File: src/ctr_pkg.sv
`timescale 1ns / 1ps
// ----------------------------------------------------------------------------
// ctr_pkg
// Shared types and constants of the cruise throttle regulator.
// ----------------------------------------------------------------------------
package ctr_pkg;

    // Field widths
    localparam int SPEED_W    = 11;
    localparam int THR_W      = 8;
    localparam int SHOWN_W    = 7;
    localparam int MIN_SPD_W  = 10;
    localparam int CFG_IDX_W  = 3;
    localparam int CFG_DATA_W = 10;
    localparam int WORD_IN_W  = 24;
    localparam int WORD_OUT_W = 24;

    // Register indexes
    typedef enum logic [CFG_IDX_W-1:0] {
        REG_ENGAGE_MIN = 3'd0,
        REG_CEILING    = 3'd1,
        REG_FIRST_CAP  = 3'd2,
        REG_LOW_CAP    = 3'd3,
        REG_TOP_CAP    = 3'd4
    } ctr_reg_e;

    // Register reset values
    localparam logic [MIN_SPD_W-1:0] ENGAGE_MIN_RST = 10'd200;
    localparam logic [THR_W-1:0]     CEILING_RST    = 8'd80;
    localparam logic [THR_W-1:0]     FIRST_CAP_RST  = 8'd20;
    localparam logic [THR_W-1:0]     LOW_CAP_RST    = 8'd30;
    localparam logic [THR_W-1:0]     TOP_CAP_RST    = 8'd40;
    localparam logic [THR_W-1:0]     THROTTLE_RST   = 8'd40;

    // Speed constants (12-bit signed compare domain)
    localparam logic signed [11:0] SPD_SLOW_LO  = 12'sd20;
    localparam logic signed [11:0] SPD_SLOW_HI  = 12'sd25;
    localparam logic signed [11:0] BAND_WIDE    = 12'sd10;
    localparam logic signed [11:0] BAND_NARROW  = 12'sd5;

    // Throttle steps (11-bit signed working domain)
    localparam logic signed [10:0] THR_STEP_BIG   = 11'sd10;
    localparam logic signed [10:0] THR_STEP_SMALL = 11'sd5;

    // Divide by ten: x * 205 >> 11, exact for x below 1029
    localparam logic [7:0] RECIP_TEN  = 8'd205;
    localparam int         RECIP_SHIFT = 11;

    typedef struct packed {
        logic [MIN_SPD_W-1:0] engage_min;
        logic [THR_W-1:0]     ceiling;
        logic [THR_W-1:0]     first_cap;
        logic [THR_W-1:0]     low_cap;
        logic [THR_W-1:0]     top_cap;
    } ctr_cfg_t;

    typedef struct packed {
        logic                      engine;
        logic                      gear_low;
        logic                      gear_top;
        logic                      gas;
        logic                      brake;
        logic                      cruise;
        logic                      target_latched;
        logic signed [SPEED_W-1:0] target_speed;
        logic [THR_W-1:0]          throttle;
    } ctr_state_t;

    // Regulator state after reset
    localparam ctr_state_t STATE_RST = '{
        engine:         1'b0,
        gear_low:       1'b0,
        gear_top:       1'b0,
        gas:            1'b0,
        brake:          1'b0,
        cruise:         1'b0,
        target_latched: 1'b0,
        target_speed:   '0,
        throttle:       THROTTLE_RST
    };

    typedef struct packed {
        logic                      top_switch;
        logic                      low_switch;
        logic                      engine_switch;
        logic                      cruise_held;
        logic                      brake_held;
        logic                      gas_held;
        logic signed [SPEED_W-1:0] speed_now;
    } ctr_in_t;

    typedef struct packed {
        logic [SHOWN_W-1:0] target_shown;
        logic               engine_running;
        logic               cruise_active;
        logic [THR_W-1:0]   throttle_out;
    } ctr_out_t;

endpackage

File: src/ctr_step.sv
`timescale 1ns / 1ps
// ----------------------------------------------------------------------------
// ctr_step
// One control tick: switch rules, button rules, throttle step and clamp.
// ----------------------------------------------------------------------------
module ctr_step
    import ctr_pkg::*;
(
    input  ctr_cfg_t   cfg,
    input  ctr_state_t st,
    input  ctr_in_t    item,
    output ctr_state_t st_next,
    output ctr_out_t   result
);

    logic signed [11:0] v;
    logic signed [11:0] tgt_ext;
    logic signed [11:0] t0;
    logic signed [11:0] t1;
    logic signed [11:0] t2;
    logic signed [10:0] thr;
    logic signed [10:0] cap;
    logic               cap_en;
    logic [17:0]        prod;

    assign v = {item.speed_now[SPEED_W-1], item.speed_now};

    always_comb
    begin
        st_next = st;
        thr     = {3'b000, st.throttle};
        cap     = {3'b000, cfg.first_cap};
        cap_en  = 1'b0;
        tgt_ext = '0;
        t0      = '0;
        t1      = '0;
        t2      = '0;

        // Switch rules: engine holds while moving
        if (item.engine_switch)
            st_next.engine = 1'b1;
        else if (v == 12'sd0)
            st_next.engine = 1'b0;
        st_next.gear_low = item.low_switch;
        if (!item.low_switch && !st.gear_top)
            st_next.cruise = 1'b0;
        st_next.gear_top = item.top_switch;
        if (!item.top_switch)
            st_next.cruise = 1'b0;

        // Button rules: engage uses last tick's pedal states, a pedal held now cancels
        if (item.cruise_held && !st.brake && !st.gas && st_next.gear_top &&
            (v >= $signed({2'b00, cfg.engage_min})))
            st_next.cruise = 1'b1;
        st_next.gas   = item.gas_held;
        st_next.brake = item.brake_held;
        if (item.gas_held || item.brake_held)
            st_next.cruise = 1'b0;

        // Throttle step
        if (st_next.engine)
        begin
            if (st_next.cruise)
            begin
                if (!st.target_latched)
                begin
                    st_next.target_latched = 1'b1;
                    if ((v > SPD_SLOW_LO) && (v < SPD_SLOW_HI))
                        st_next.target_speed = SPD_SLOW_HI[SPEED_W-1:0];
                    else
                        st_next.target_speed = item.speed_now;
                end
                tgt_ext = {st_next.target_speed[SPEED_W-1], st_next.target_speed};
                t0 = tgt_ext - BAND_WIDE;
                t1 = tgt_ext + BAND_NARROW;
                t2 = tgt_ext + BAND_WIDE;
                if (v < t0)
                    thr = thr + THR_STEP_BIG;
                else if ((v > t0) && (v < t1))
                    thr = thr + THR_STEP_SMALL;
                else if ((v > t1) && (v < t2))
                    thr = thr - THR_STEP_SMALL;
                else if (v > t2)
                    thr = thr - THR_STEP_BIG;
            end
            else
            begin
                st_next.target_latched = 1'b0;
                if (st_next.gas)
                begin
                    thr = thr + THR_STEP_SMALL;
                    // Pick the gear cap; both gears on means no cap
                    if (!st_next.gear_low && !st_next.gear_top)
                    begin
                        cap    = {3'b000, cfg.first_cap};
                        cap_en = 1'b1;
                    end
                    else if (st_next.gear_low && !st_next.gear_top)
                    begin
                        cap    = {3'b000, cfg.low_cap};
                        cap_en = 1'b1;
                    end
                    else if (!st_next.gear_low && st_next.gear_top)
                    begin
                        cap    = {3'b000, cfg.top_cap};
                        cap_en = 1'b1;
                    end
                    if (cap_en && (thr > cap))
                        thr = cap;
                end
            end
        end
        else
        begin
            thr = '0;
        end

        // Clamp to 0..ceiling
        if (thr < 11'sd0)
            st_next.throttle = '0;
        else if (thr > $signed({3'b000, cfg.ceiling}))
            st_next.throttle = cfg.ceiling;
        else
            st_next.throttle = thr[THR_W-1:0];
    end

    // Display the target in whole m/s
    assign prod = 18'(st_next.target_speed[SPEED_W-2:0]) * 18'(RECIP_TEN);

    always_comb
    begin
        result.throttle_out   = st_next.throttle;
        result.cruise_active  = st_next.cruise;
        result.engine_running = st_next.engine;
        if (st_next.cruise && st_next.target_latched &&
            (st_next.target_speed > 11'sd0))
            result.target_shown = prod[RECIP_SHIFT +: SHOWN_W];
        else
            result.target_shown = '0;
    end

endmodule

File: src/cruise_throttle_regulator.sv
`timescale 1ns / 1ps
// ----------------------------------------------------------------------------
// cruise_throttle_regulator
// Cruise control and throttle regulation, one control tick per input word.
// ----------------------------------------------------------------------------
//  channel | dir | handshake          | payload
//  --------+-----+--------------------+-----------------------------------
//  s_*     | in  | s_tvalid/s_tready  | s_tdata: sensor and switch word
//  m_*     | out | m_tvalid/m_tready  | m_tdata: throttle and status word
//  cfg_*   | in  | cfg_valid/cfg_ready| cfg_index, cfg_data: register write
//
// One word per cycle sustained while m_tready is high; a word passes the
// input, then result register; tick logic between is one combinational pass.
// Regulator state advances when a word moves from the input to the result
// register, so consecutive words see each other's updates without a bubble.
// Reset clears state, sets throttle to 40 and loads register defaults.
// A stalled result holds; the input register still takes one more word.
// ----------------------------------------------------------------------------
module cruise_throttle_regulator
    import ctr_pkg::*;
(
    input  logic                  clk,
    input  logic                  rst_n,
    input  logic                  s_tvalid,
    output logic                  s_tready,
    // [10:0] speed_now, [11] gas_held, [12] brake_held, [13] cruise_held,
    // [14] engine_switch, [15] low_switch, [16] top_switch, [23:17] zero
    input  logic [WORD_IN_W-1:0]  s_tdata,
    output logic                  m_tvalid,
    input  logic                  m_tready,
    // [7:0] throttle_out, [8] cruise_active, [9] engine_running,
    // [16:10] target_shown, [23:17] zero
    output logic [WORD_OUT_W-1:0] m_tdata,
    input  logic                  cfg_valid,
    output logic                  cfg_ready,
    input  logic [CFG_IDX_W-1:0]  cfg_index,
    input  logic [CFG_DATA_W-1:0] cfg_data
);

    ctr_cfg_t   cfg_reg;
    ctr_state_t st_reg;
    ctr_state_t st_next;
    ctr_in_t    in_reg;
    ctr_out_t   out_reg;
    ctr_out_t   result;
    logic       in_valid_reg;
    logic       out_valid_reg;
    logic       advance;

    assign advance   = in_valid_reg && (!out_valid_reg || m_tready);
    assign s_tready  = !in_valid_reg || advance;
    assign cfg_ready = 1'b1;
    assign m_tvalid  = out_valid_reg;
    assign m_tdata   = {7'b0, out_reg};

    // Register writes
    always_ff @(posedge clk or negedge rst_n)
    begin
        if (!rst_n)
        begin
            cfg_reg.engage_min <= ENGAGE_MIN_RST;
            cfg_reg.ceiling    <= CEILING_RST;
            cfg_reg.first_cap  <= FIRST_CAP_RST;
            cfg_reg.low_cap    <= LOW_CAP_RST;
            cfg_reg.top_cap    <= TOP_CAP_RST;
        end
        else if (cfg_valid && cfg_ready)
        begin
            case (cfg_index)
                REG_ENGAGE_MIN: cfg_reg.engage_min <= cfg_data;
                REG_CEILING:    cfg_reg.ceiling    <= cfg_data[THR_W-1:0];
                REG_FIRST_CAP:  cfg_reg.first_cap  <= cfg_data[THR_W-1:0];
                REG_LOW_CAP:    cfg_reg.low_cap    <= cfg_data[THR_W-1:0];
                REG_TOP_CAP:    cfg_reg.top_cap    <= cfg_data[THR_W-1:0];
                default:        ;
            endcase
        end
    end

    // Input register: take a word whenever the slot frees up
    always_ff @(posedge clk or negedge rst_n)
    begin
        if (!rst_n)
            in_valid_reg <= 1'b0;
        else if (s_tready)
            in_valid_reg <= s_tvalid;
    end

    always_ff @(posedge clk)
    begin
        if (s_tvalid && s_tready)
            in_reg <= ctr_in_t'(s_tdata[16:0]);
    end

    ctr_step u_step (
        .cfg     (cfg_reg),
        .st      (st_reg),
        .item    (in_reg),
        .st_next (st_next),
        .result  (result)
    );

    // Regulator state: advance with each word
    always_ff @(posedge clk or negedge rst_n)
    begin
        if (!rst_n)
        begin
            st_reg <= STATE_RST;
        end
        else if (advance)
        begin
            st_reg <= st_next;
        end
    end

    // Result register
    always_ff @(posedge clk or negedge rst_n)
    begin
        if (!rst_n)
            out_valid_reg <= 1'b0;
        else if (advance)
            out_valid_reg <= 1'b1;
        else if (m_tready)
            out_valid_reg <= 1'b0;
    end

    always_ff @(posedge clk)
    begin
        if (advance)
            out_reg <= result;
    end

    // Checks
    a_engine_off_zero: assert property (@(posedge clk) disable iff (!rst_n)
        (m_tvalid && !out_reg.engine_running) |-> (out_reg.throttle_out == '0))
        else $error("throttle nonzero with engine off");

    a_ceiling: assert property (@(posedge clk) disable iff (!rst_n)
        m_tvalid |-> (out_reg.throttle_out <= cfg_reg.ceiling))
        else $error("throttle above ceiling");

    a_shown_cruise: assert property (@(posedge clk) disable iff (!rst_n)
        (m_tvalid && (out_reg.target_shown != '0)) |-> out_reg.cruise_active)
        else $error("target shown without cruise");

    a_stall_cause: assert property (@(posedge clk) disable iff (!rst_n)
        !s_tready |-> (in_valid_reg && out_valid_reg && !m_tready))
        else $error("input stalled without output back-pressure");

    a_state_hold: assert property (@(posedge clk) disable iff (!rst_n)
        !advance |=> (st_reg == $past(st_reg)))
        else $error("state moved without a word");

endmodule
File: config.mk
export PLATFORM = sky130hd
export DESIGN_NAME = cruise_throttle_regulator
export DESIGN_NICKNAME = d
export VERILOG_FILES = /design/src/ctr_pkg.sv /design/src/ctr_step.sv /design/src/cruise_throttle_regulator.sv
export SDC_FILE = /design/constraint.sdc
export NUM_CORES = 1
export LEC_CHECK = 0
export BUFFER_PORTS_ARGS = -buffer_cell sky130_fd_sc_hd__buf_2
export CAP_MARGIN = 20
export CORE_MARGIN = 2
export CORE_UTILIZATION = 46
export CTS_CLUSTER_DIAMETER = 30
export CTS_CLUSTER_SIZE = 28
export DETAILED_ROUTE_END_ITERATION = 6
export PLACE_DENSITY = 0.66
export SYNTH_ARGS = -nofsm -noshare
export SYNTH_HDL_FRONTEND = slang
export SYNTH_SLANG_ARGS = --single-unit
File: constraint.sdc
create_clock -name clk -period 5.9 [get_ports clk]
set_clock_uncertainty 0.2 [all_clocks]
set_input_delay 0 -clock clk [delete_from_list [all_inputs] [get_ports clk]]
set_output_delay 0 -clock clk [all_outputs]
set_load 0.01 [all_outputs]
==> summary.md, run 1 <==
| Metric | Value |
|---|---|
| Initial antenna violation count | `1` |
| Row cnt | `51` |
| Routed vias | `8736` |
| Core area | `0.0196 mm^2` |
| H-tree levels | `3` |
| Leakage power | `~6 nW` |
| Post-DP Area | `0.0110 mm^2` |
| Violated checks | `negative hold slack, negative setup slack` |
| Drt pass-1 iters | `7` |
| Critical Path AT | `6.39 ns` |
| Most common cell after layout, fill and taps aside | `buf_4` |
| Sw frac | `0.417` |
| Combinational power share | `0.632` |
| Layout cells sized above 1 | `0.388` |
| Cell variety after synth | `92` |
| Setup Viol. Count Final | `23` |
| Max-cap violation count | `0` |
| Total power | `between 0.004 and 0.005 W` |
| Post-DP HPWL | `20.0 mm` |
| Clock transition at path regs | `roughly 0.080 ns` |
| Register bit count reported by yosys | `103` |
| CTS tree | `built` |
| Worst Hold Slack | `-0.0435 ns` |
| Worst rel slew slack | `0.277` |
| PD cells | `359 mW/mm^2` |
| Sequential Power Share | `0.229` |
| Net count, final | `roughly 1500` |
| WP data required | `5.79 ns` |
| Cell area after synthesis | `0.00925 mm^2` |
| Clock power frac | `0.139` |
| Wire length per cell | `18.4 um` |
| First-pass GRT wire length | `45.4 mm` |
| Status | `finished, violations left` |
| Critical path's largest stage delay | `approximately 0.56 ns` |
| Antenna viol nets, final | `0` |
| Largest register FFs | `42` |
| RePlAce Congestion | `0.933` |
| Peak VDD IR | `between 0.2 and 0.25 mV` |
| Final worst slack | `-0.603 ns` |
| # DRC | `0` |
| Die footprint | `between 0.02 and 0.025 mm^2` |
| Slowest stage cell, crit path | `or4_4` |
| Clock period minus worst slack | `6.50 ns` |
| Main synth FF type | `dfrtp_1` |
| Starting DRC count in detailed routing | `between 600 and 700` |
| Crit Path Category | `flop to flop` |
| Total gr overflow | `0` |
| Area grow syn2layout | `41.2%` |
| Register area | `0.00277 mm^2` |
| Worst setup EP type | `flop` |
| Root Driver | `clkbuf_16` |
| Mapped Avg Cell Area | `9.29 um^2` |
| Startpoint class of the critical path | `flop` |
| Multi-input logic area | `0.00675 mm^2` |
| CTS Sinks | `103` |
| Final cell count without fillers | `1569` |
| P_sw | `about 0.002 W` |
| Num CTS Buffers | `9` |
| Fillers | `1531` |
| Placed Cells incl. Taps | `about 1400` |
| RSZ-0062 raised after global routing | `yes` |
| Final period util | `1.10` |
| Most frequent cells in the layout | `buf_4 (217), ha_1 (100), nand2_1 (91)` |
| DIE HEIGHT | `146 um` |
| Post-route cell area | `0.0131 mm^2` |
| Fmax | `154 MHz` |
| I/O pins | `69` |
| Least-Margin Pin Slew | `~1.1 ns` |
| Cell Int Power | `between 0.002 and 0.003 W` |
| Routed WL | `28.9 mm` |
| Starting Density | `0.472` |
| Dpl ws | `-0.886 ns` |
| CP max FO | `6` |
| Max Slew Vio Count | `0` |
| Synthesized instance count | `996` |
| Vias in the first global route | `8809` |
| Horiz. Die Dim | `around 150 um` |
| Async set or reset register ratio after synthesis | `0.670` |
| Largest net degree at the start of global routing | `70` |
| GR Util All Layers | `0.266` |
| Clock buffer depth | `2` |
| Final Hold Viols | `3` |
| Worst-Skew Late Latency | `0.36 ns` |
| Vias per cell | `between 5 and 6` |
| Port Buffers | `53` |
| Synth Warn # | `0` |
| Sequential area share after synthesis | `0.299` |
| HP Class | `primary input to flop` |
| EDFF count, synth | `34` |
| Setup TNS Final | `-8.80 ns` |
cells in the mapped netlist (all sizes together), types with 3 or more instances:
cell type | instances | area (um^2)
o211ai | 9 | 72.6
a21oi | 47 | 239
a2111oi | 4 | 60.1
edfxtp | 34 | 1020
and4 | 3 | 28.8
and2 | 6 | 37.5
nand2b | 18 | 113
o2111ai | 3 | 32.5
o311ai | 3 | 41.3
o21bai | 5 | 41.3
a31oi | 8 | 50.1
mux2i | 26 | 277
xnor2 | 24 | 210
o32ai | 4 | 50.1
inv | 101 | 379
and3 | 9 | 56.3
nand3 | 17 | 85.1
a211oi | 14 | 138
clkbuf | 20 | 75.1
nor2b | 12 | 82.6
nand3b | 3 | 22.5
ha | 123 | 1540
or3 | 6 | 37.5
nand4 | 15 | 100
dfstp | 15 | 394
o31ai | 6 | 55.1
or4 | 5 | 37.5
mux2 | 33 | 372
o211a | 4 | 40.0
nor2 | 49 | 184
xor2 | 15 | 131
dfrtp | 54 | 1350
nor3 | 18 | 106
buf | 24 | 156
o21ai | 72 | 368
fa | 17 | 340
or2 | 4 | 25.0
o21a | 8 | 60.1
a21o | 19 | 143
a32oi | 3 | 26.3
nand2 | 102 | 385
kinds of logic (layout without fill, tap and decap cells):
group	Yosys count	after routing	share of synthesized area
flip-flops	103	103	0.299
AO/OA/AOI/OAI	233	233	0.177
multiplexers	59	59	0.0700
AND/OR/NAND/NOR	275	275	0.147
XOR/XNOR	39	39	0.0369
other	2	9	0.000812
adder cells (fa/ha/maj)	140	140	0.203
buffers and inverters	145	446	0.0660
cell type report:
| type | count | area share |
|---|---|---|
| clock inverters | 7 | 0.00670 |
| multi-input cells | 754 | 0.517 |
| clock buffers | 9 | 0.0172 |
| inverters | 101 | 0.0298 |
| flip-flops and latches | 103 | 0.212 |
| repair buffers | 329 | 0.192 |
| well taps | 265 | 0.0254 |
| diodes | 1 | 0.000192 |
through the flow:
stage / hold slack [ns] / util
floorplan: -0.496 / -
global placement: -0.0227 / 0.561
detailed placement: -0.0219 / 0.561
CTS: 0.0234 / 0.650
global route: 0.00641 / 0.667
finish: -0.0435 / 0.667
metal layers:
layer | vias to the layer above | share of wire | track usage
met5 | - | 0 | 0
met4 | 0 | 0.040 | 0.113
met3 | 100 | 0.055 | 0.0439
met2 | 307 | 0.49 | 0.459
met1 | 4191 | 0.42 | 0.330
li1 | 4138 | - | -
power by group through the flow:
stage	Clock [W]	Combinational [W]	Sequential (W)
final	0.000651	0.00297	0.00108
after global routing	0.000685	0.00323	0.00109
after CTS	0.000662	0.00270	0.00106
after detailed placement	0	0.00232	0.00107
after global placement	0	0.00228	0.00107
after floorplan	0	0.00150	0.00103
critical path: cells and delay by family, from the launching register on:
family	cells	cell delay [ns]
flip-flops	1	0.39
AO/OA/AOI/OAI	17	3.01
AND/OR/NAND/NOR	4	1.16
adder cells (fa/ha/maj)	3	0.85
buffers and inverters	4	0.60
repair_timing:
| action | CTS | global route |
|---|---|---|
| hold endpoints to repair | 115 | 0 |
| hold buffers | 44 | 0 |
| pin swaps | 86 | 46 |
| gates resized for setup | 118 | 48 |
| cloned | 1 | 0 |
| setup endpoints to repair | 23 | 23 |
| setup buffers | 61 | 11 |
final timing paths:
path | start | endpoint | slack, ns | depth (start not counted)
setup / recovery | in_reg[5] | m_tdata[0] | -0.60 | 28
hold / removal | cfg_index[2] | cfg_reg[2] | -0.04 | 4
setup reg to reg | in_reg[5] | m_tdata[0] | -0.60 | 28
hold reg to reg | st_reg[23] | st_reg[23] | 0.29 | 2
max in group asynchronous | rst_n | st_reg[20] | 4.71 | 3
min in group asynchronous | rst_n | m_tvalid | 0.20 | 3
Note: power is estimated with default switching activity, not from simulation.
==> run 2: changes to the inputs <==
- CORE_ASPECT_RATIO: not set -> 1.75
==> run 2 against run 1 <==
The flow finishes with violations (negative setup slack); clock power decreased by 10%; die area increased by 0.21%; first-iteration DRC count decreased by 25%; utilization decreased by 0.71 points; critical path depth increased by 3; sequential power about the same; critical endpoint unchanged; highest routed layer unchanged.
==> summary.md, run 2 (same netlist as run 1, synthesis figures left out) <==
| Metric | Value |
|---|---|
| Largest net degree at the start of global routing | `70` |
| Total gr overflow | `0` |
| Vias in the first global route | `9096` |
| CP max FO | `5` |
| Leakage power | `6.06 nW` |
| I/O pins | `69` |
| Multi-input logic area | `0.00671 mm^2` |
| Root Driver | `clkbuf_16` |
| Reg2reg path depth | `31` |
| RePlAce Congestion | `~1.0` |
| Fmax | `152 MHz` |
| Max Slew Vio Count | `0` |
| Final Hold Viols | `0` |
| H-tree levels | `3` |
| Net count, final | `between 1000 and 1500` |
| Clock buffer depth | `2` |
| Max-cap violation count | `0` |
| Slowest stage cell, crit path | `or4_4` |
| Setup Viol. Count Final | `23` |
| Core area | `~0.020 mm^2` |
| Final worst slack | `-0.690 ns` |
| Most common cell after layout, fill and taps aside | `buf_4` |
| Routed WL | `30.8 mm` |
| Horiz. Die Dim | `approximately 110 um` |
| R2R Path Start | `in_reg[7]` |
| Register area | `0.00277 mm^2` |
| Fillers | `1576` |
| RSZ-0062 raised after global routing | `yes` |
| Largest register FFs | `42` |
| CTS Sinks | `103` |
| Reg-to-reg setup timing slack | `-0.69 ns` |
| Starting DRC count in detailed routing | `496` |
| Critical path's largest stage delay | `about 0.56 ns` |
| Routed vias | `approximately 9000` |
| Clock period minus worst slack | `around 6.6 ns` |
| Wire length per cell | `19.8 um` |
| Cells on Worst Hold Path | `5` |
| Row cnt | `68` |
| Startpoint class of the critical path | `flop` |
| Status | `finished, violations left` |
| Peak VDD IR | `0.295 mV` |
| Area grow syn2layout | `40.7%` |
| Antenna viol nets, final | `0` |
| Least-Margin Pin Slew | `1.00 ns` |
| Total power | `~0.0046 W` |
| Layout cells sized above 1 | `0.386` |
| GR Util All Layers | `0.287` |
| Worst-Skew Late Latency | `0.38 ns` |
| Drt pass-1 iters | `5` |
| PD cells | `357 mW/mm^2` |
| Post-DP HPWL | `23.1 mm` |
| Crit Path Category | `flop to flop` |
| # diodes | `0` |
| Worst Hold Slack | `0.0444 ns` |
| Violated checks | `negative setup slack` |
| Hold EP | `cfg_reg[39]` |
| Clock transition at path regs | `0.07 ns` |
| Most frequent cells in the layout | `buf_4 (212), ha_1 (102), nand2_1 (94)` |
| First-pass GRT wire length | `47.0 mm` |
| HP Class | `primary input to flop` |
| # DRC | `0` |
| CTS tree | `built` |
| Initial antenna violation count | `0` |
| Worst rel slew slack | `0.331` |
| Die footprint | `0.0213 mm^2` |
| Critical Path AT | `6.48 ns` |
| Starting Density | `0.469` |
| Num CTS Buffers | `9` |
| Most frequent cell on the critical path | `o21a_1` |
| Hold Path Origin | `cfg_index[2]` |
| Vias per cell | `5.64` |
| Worst setup EP type | `flop` |
| Reg2reg end | `m_tdata[0]` |
| WP data required | `5.79 ns` |
| Port Buffers | `53` |
| Final period util | `1.12` |
| DIE HEIGHT | `between 150 and 200 um` |
## run 2: area by class of cell
| class | count | share of cell area |
|---|---|---|
| tap | 245 | 0.0235 |
| multi-input combinational | 754 | 0.515 |
| inverter | 101 | 0.0293 |
| timing repair buffer | 333 | 0.198 |
| clock inverter | 7 | 0.00432 |
| sequential | 103 | 0.212 |
| clock buffer | 9 | 0.0173 |
## run 2: timing repair
item                       4_1_cts  5_1_grt
gates resized for setup         96       65
cloned                           1        0
pin swaps                       51       66
hold buffers                    44        0
buffers inserted                34       19
hold endpoints to repair       115        0
setup endpoints to repair       23       23
## run 2: per-layer routing
metal / routed length, um / vias to the layer above / GRT usage
li1: - / 4149 / -
met1: 10400 / 4241 / 0.268
met2: 16800 / 245 / 0.552
met3: 888 / 126 / 0.0325
met4: 2670 / 0 / 0.238
met5: 0 / - / 0
## run 2: through the flow
step                area (um^2)  instances  setup slack [ns]  setup TNS, ns   util
floorplan                  9380       1002            -0.425          -4.94      -
detailed placement        11100       1443            -0.782         -12.83  0.563
CTS                       12500       1534            -0.502          -7.97  0.635
global route              13000       1552            -0.965         -17.44  0.660
finish                    13000       1552            -0.690         -11.19  0.660
global placement          11100       1443            -0.692         -11.14  0.563
## run 2: how the worst max path moves through the flow
stage,startpoint,to,slack (ns),cells past startpoint
2_1_floorplan,in_reg[5],m_tdata[0],-0.43,31
3_3_place_gp,in_reg[5],st_reg[7],-0.69,31
3_5_place_dp,in_reg[5],st_reg[7],-0.78,30
4_1_cts,in_reg[5],st_reg[1],-0.50,31
5_1_grt,in_reg[7],m_tdata[0],-0.96,32
6_report,in_reg[7],m_tdata[0],-0.69,31
## run 2: critical path, delay by kind of cell, from the launching register on
kind                     cells  cell delay [ns]
XOR/XNOR                     1             0.12
flip-flops                   1             0.41
buffers and inverters        3             0.44
adder cells (fa/ha/maj)      3             0.62
AO/OA/AOI/OAI               16             2.76
multiplexers                 1             0.37
AND/OR/NAND/NOR              7             1.37
## run 2: power breakdown
group / internal (W) / switching (W) / total [W]
sequential: 0.000924 / 0.000141 / 0.00106
clock: 0.000292 / 0.000295 / 0.000586
combinational: 0.00147 / 0.00152 / 0.00299
==> run 3: changes to the inputs <==
- REMOVE_ABC_BUFFERS: not set -> 1
==> run 3 against run 2 <==
The flow still finishes with violations (negative setup slack); clock power increased by 18%; combinational power about the same; hold slack improved by 0.0046 ns; die area unchanged; sequential share of layout area decreased by 0.53 points; utilization increased by 1.7 points.
==> summary.md, run 3 (same netlist as run 1, synthesis figures left out) <==
| Metric | Value |
|---|---|
| Num CTS Buffers | `9` |
| CP max FO | `5` |
| DIE HEIGHT | `192 um` |
| Vias per cell | `5.64` |
| Setup Viol. Count Final | `23` |
| Wire length per cell | `19.5 um` |
| Vias in the first global route | `roughly 9300` |
| Status | `finished, violations left` |
| Root Driver | `clkbuf_16` |
| Final period util | `1.11` |
| Critical path's largest stage delay | `0.60 ns` |
| I/O pins | `approximately 70` |
| Largest register FFs | `42` |
| Startpoint class of the critical path | `flop` |
| Routed vias | `around 9000` |
| Most common cell after layout, fill and taps aside | `buf_4` |
| RSZ-0062 raised after global routing | `yes` |
| Total power | `0.00471 W` |
| Crit Path Category | `flop to flop` |
| Routed WL | `30.5 mm` |
| Reg2reg path depth | `30` |
| Core area | `0.0197 mm^2` |
| Clock period minus worst slack | `6.54 ns` |
| CTS tree | `built` |
| Leakage power | `6.17 nW` |
| Horiz. Die Dim | `111 um` |
| H-tree levels | `3` |
| WP data required | `5.81 ns` |
| CTS Sinks | `103` |
| Worst-Skew Late Latency | `~0.37 ns` |
| Post-DP HPWL | `22.6 mm` |
| Max Slew Vio Count | `0` |
| Worst setup EP type | `flop` |
| # DRC | `0` |
| Fmax | `153 MHz` |
| # diodes | `0` |
| Initial antenna violation count | `0` |
| Least-Margin Pin Slew | `1.02 ns` |
| Clock buffer depth | `2` |
| Post-DP Area | `0.0112 mm^2` |
| Die footprint | `0.0213 mm^2` |
| RePlAce Congestion | `0.918` |
| Clock transition at path regs | `0.07 ns` |
| Drt pass-1 iters | `5` |
| Max-cap violation count | `0` |
| Area grow syn2layout | `44.3%` |
| Port Buffers | `53` |
| Total gr overflow | `0` |
| Worst rel slew slack | `0.320` |
| Antenna viol nets, final | `0` |
| Final worst slack | `-0.640 ns` |
| Peak VDD IR | `0.282 mV` |
| Critical Path AT | `6.45 ns` |
| First-pass GRT wire length | `47.7 mm` |
| GR Util All Layers | `0.288` |
| Cells on Worst Hold Path | `6` |
| Slowest stage cell, crit path | `or4_4` |
| Row cnt | `68` |
| Layout cells sized above 1 | `0.408` |
| Final Hold Viols | `0` |
| HP Class | `primary input to flop` |
| Net count, final | `1496` |
| Largest net degree at the start of global routing | `70` |
| Post-route cell area | `about 0.013 mm^2` |
| Violated checks | `negative setup slack` |
| Dpl ws | `-0.892 ns` |
| PD cells | `approximately 350 mW/mm^2` |
| Worst Hold Slack | `0.0490 ns` |
| Starting Density | `0.469` |
| Post-layout util | `0.677` |
| Starting DRC count in detailed routing | `375` |
| Most frequent cells in the layout | `buf_4 (227), ha_1 (97), inv_1 (86)` |
run 3: changes by cell type in the layout (fill, tap and decap cells not counted), moves of 4 or more:
cell,before,now
buf_6,21,12
ha_1,102,97
ha_4,19,25
buf_4,212,227
nand2_1,94,85
nand2_2,6,13
xnor2_1,24,20
nor2_2,0,4
dlygate4sd3_1,44,48
run 3: path summary, 6_finish.rpt:
| path | from | slack, ns | end |
|---|---|---|---|
| max in group asynchronous | rst_n | 4.68 | cfg_reg[1] |
| max reg2reg | in_reg[7] | -0.64 | m_tdata[1] |
| max | in_reg[7] | -0.64 | m_tdata[1] |
| min | cfg_index[2] | 0.05 | cfg_reg[31] |
| min in group asynchronous | rst_n | 0.19 | cfg_reg[27] |
| min reg2reg | st_reg[22] | 0.29 | st_reg[22] |
run 3: per-layer routing:
layer  vias up  GRT usage  share of wire
met3       116     0.0268          0.024
met4         0      0.217          0.080
met5         -          0              0
met1      4325      0.277           0.35
li1       4153          -              -
met2       223      0.557           0.54
run 3: through the flow:
stage	TNS [ns]	std cells
after floorplan	-12.06	958
after global placement	-15.69	1461
after detailed placement	-16.28	1462
after CTS	-8.22	1548
after global routing	-16.00	1564
final	-10.38	1564
run 3: cell type report:
type / instances / area [um^2]
multi-input cells: 754 / 6880
fillers: 1588 / 6380
flip-flops and latches: 103 / 2770
repair buffers: 345 / 2680
inverters: 101 / 379
well taps: 245 / 307
clock buffers: 10 / 229
clock inverters: 6 / 109
run 3: repair_timing:
action | in CTS | in global routing
buffers inserted | 21 | 18
gates resized for setup | 144 | 70
pin swaps | 92 | 79
setup endpoints to repair | 23 | 23
hold buffers | 48 | 0
cloned | 1 | 0
endpoints found under the hold margin | 115 | 0
run 3: power breakdown:
| group | switching, W | internal, W | leakage (nW) |
|---|---|---|---|
| registers | 0.000127 | 0.000925 | 1.16 |
| logic | 0.00152 | 0.00145 | 4.85 |
| clock network | 0.000276 | 0.000414 | 0.166 |
run 3: worst max-delay path, delay by kind of cell, from the launching register on:
family	cells	cell delay (ns)
compound gates	14	2.52
simple gates	8	1.88
fa+ha+maj	3	0.68
buf+inv	3	0.45
flops	1	0.40
mux	1	0.09
xor+xnor	1	0.06
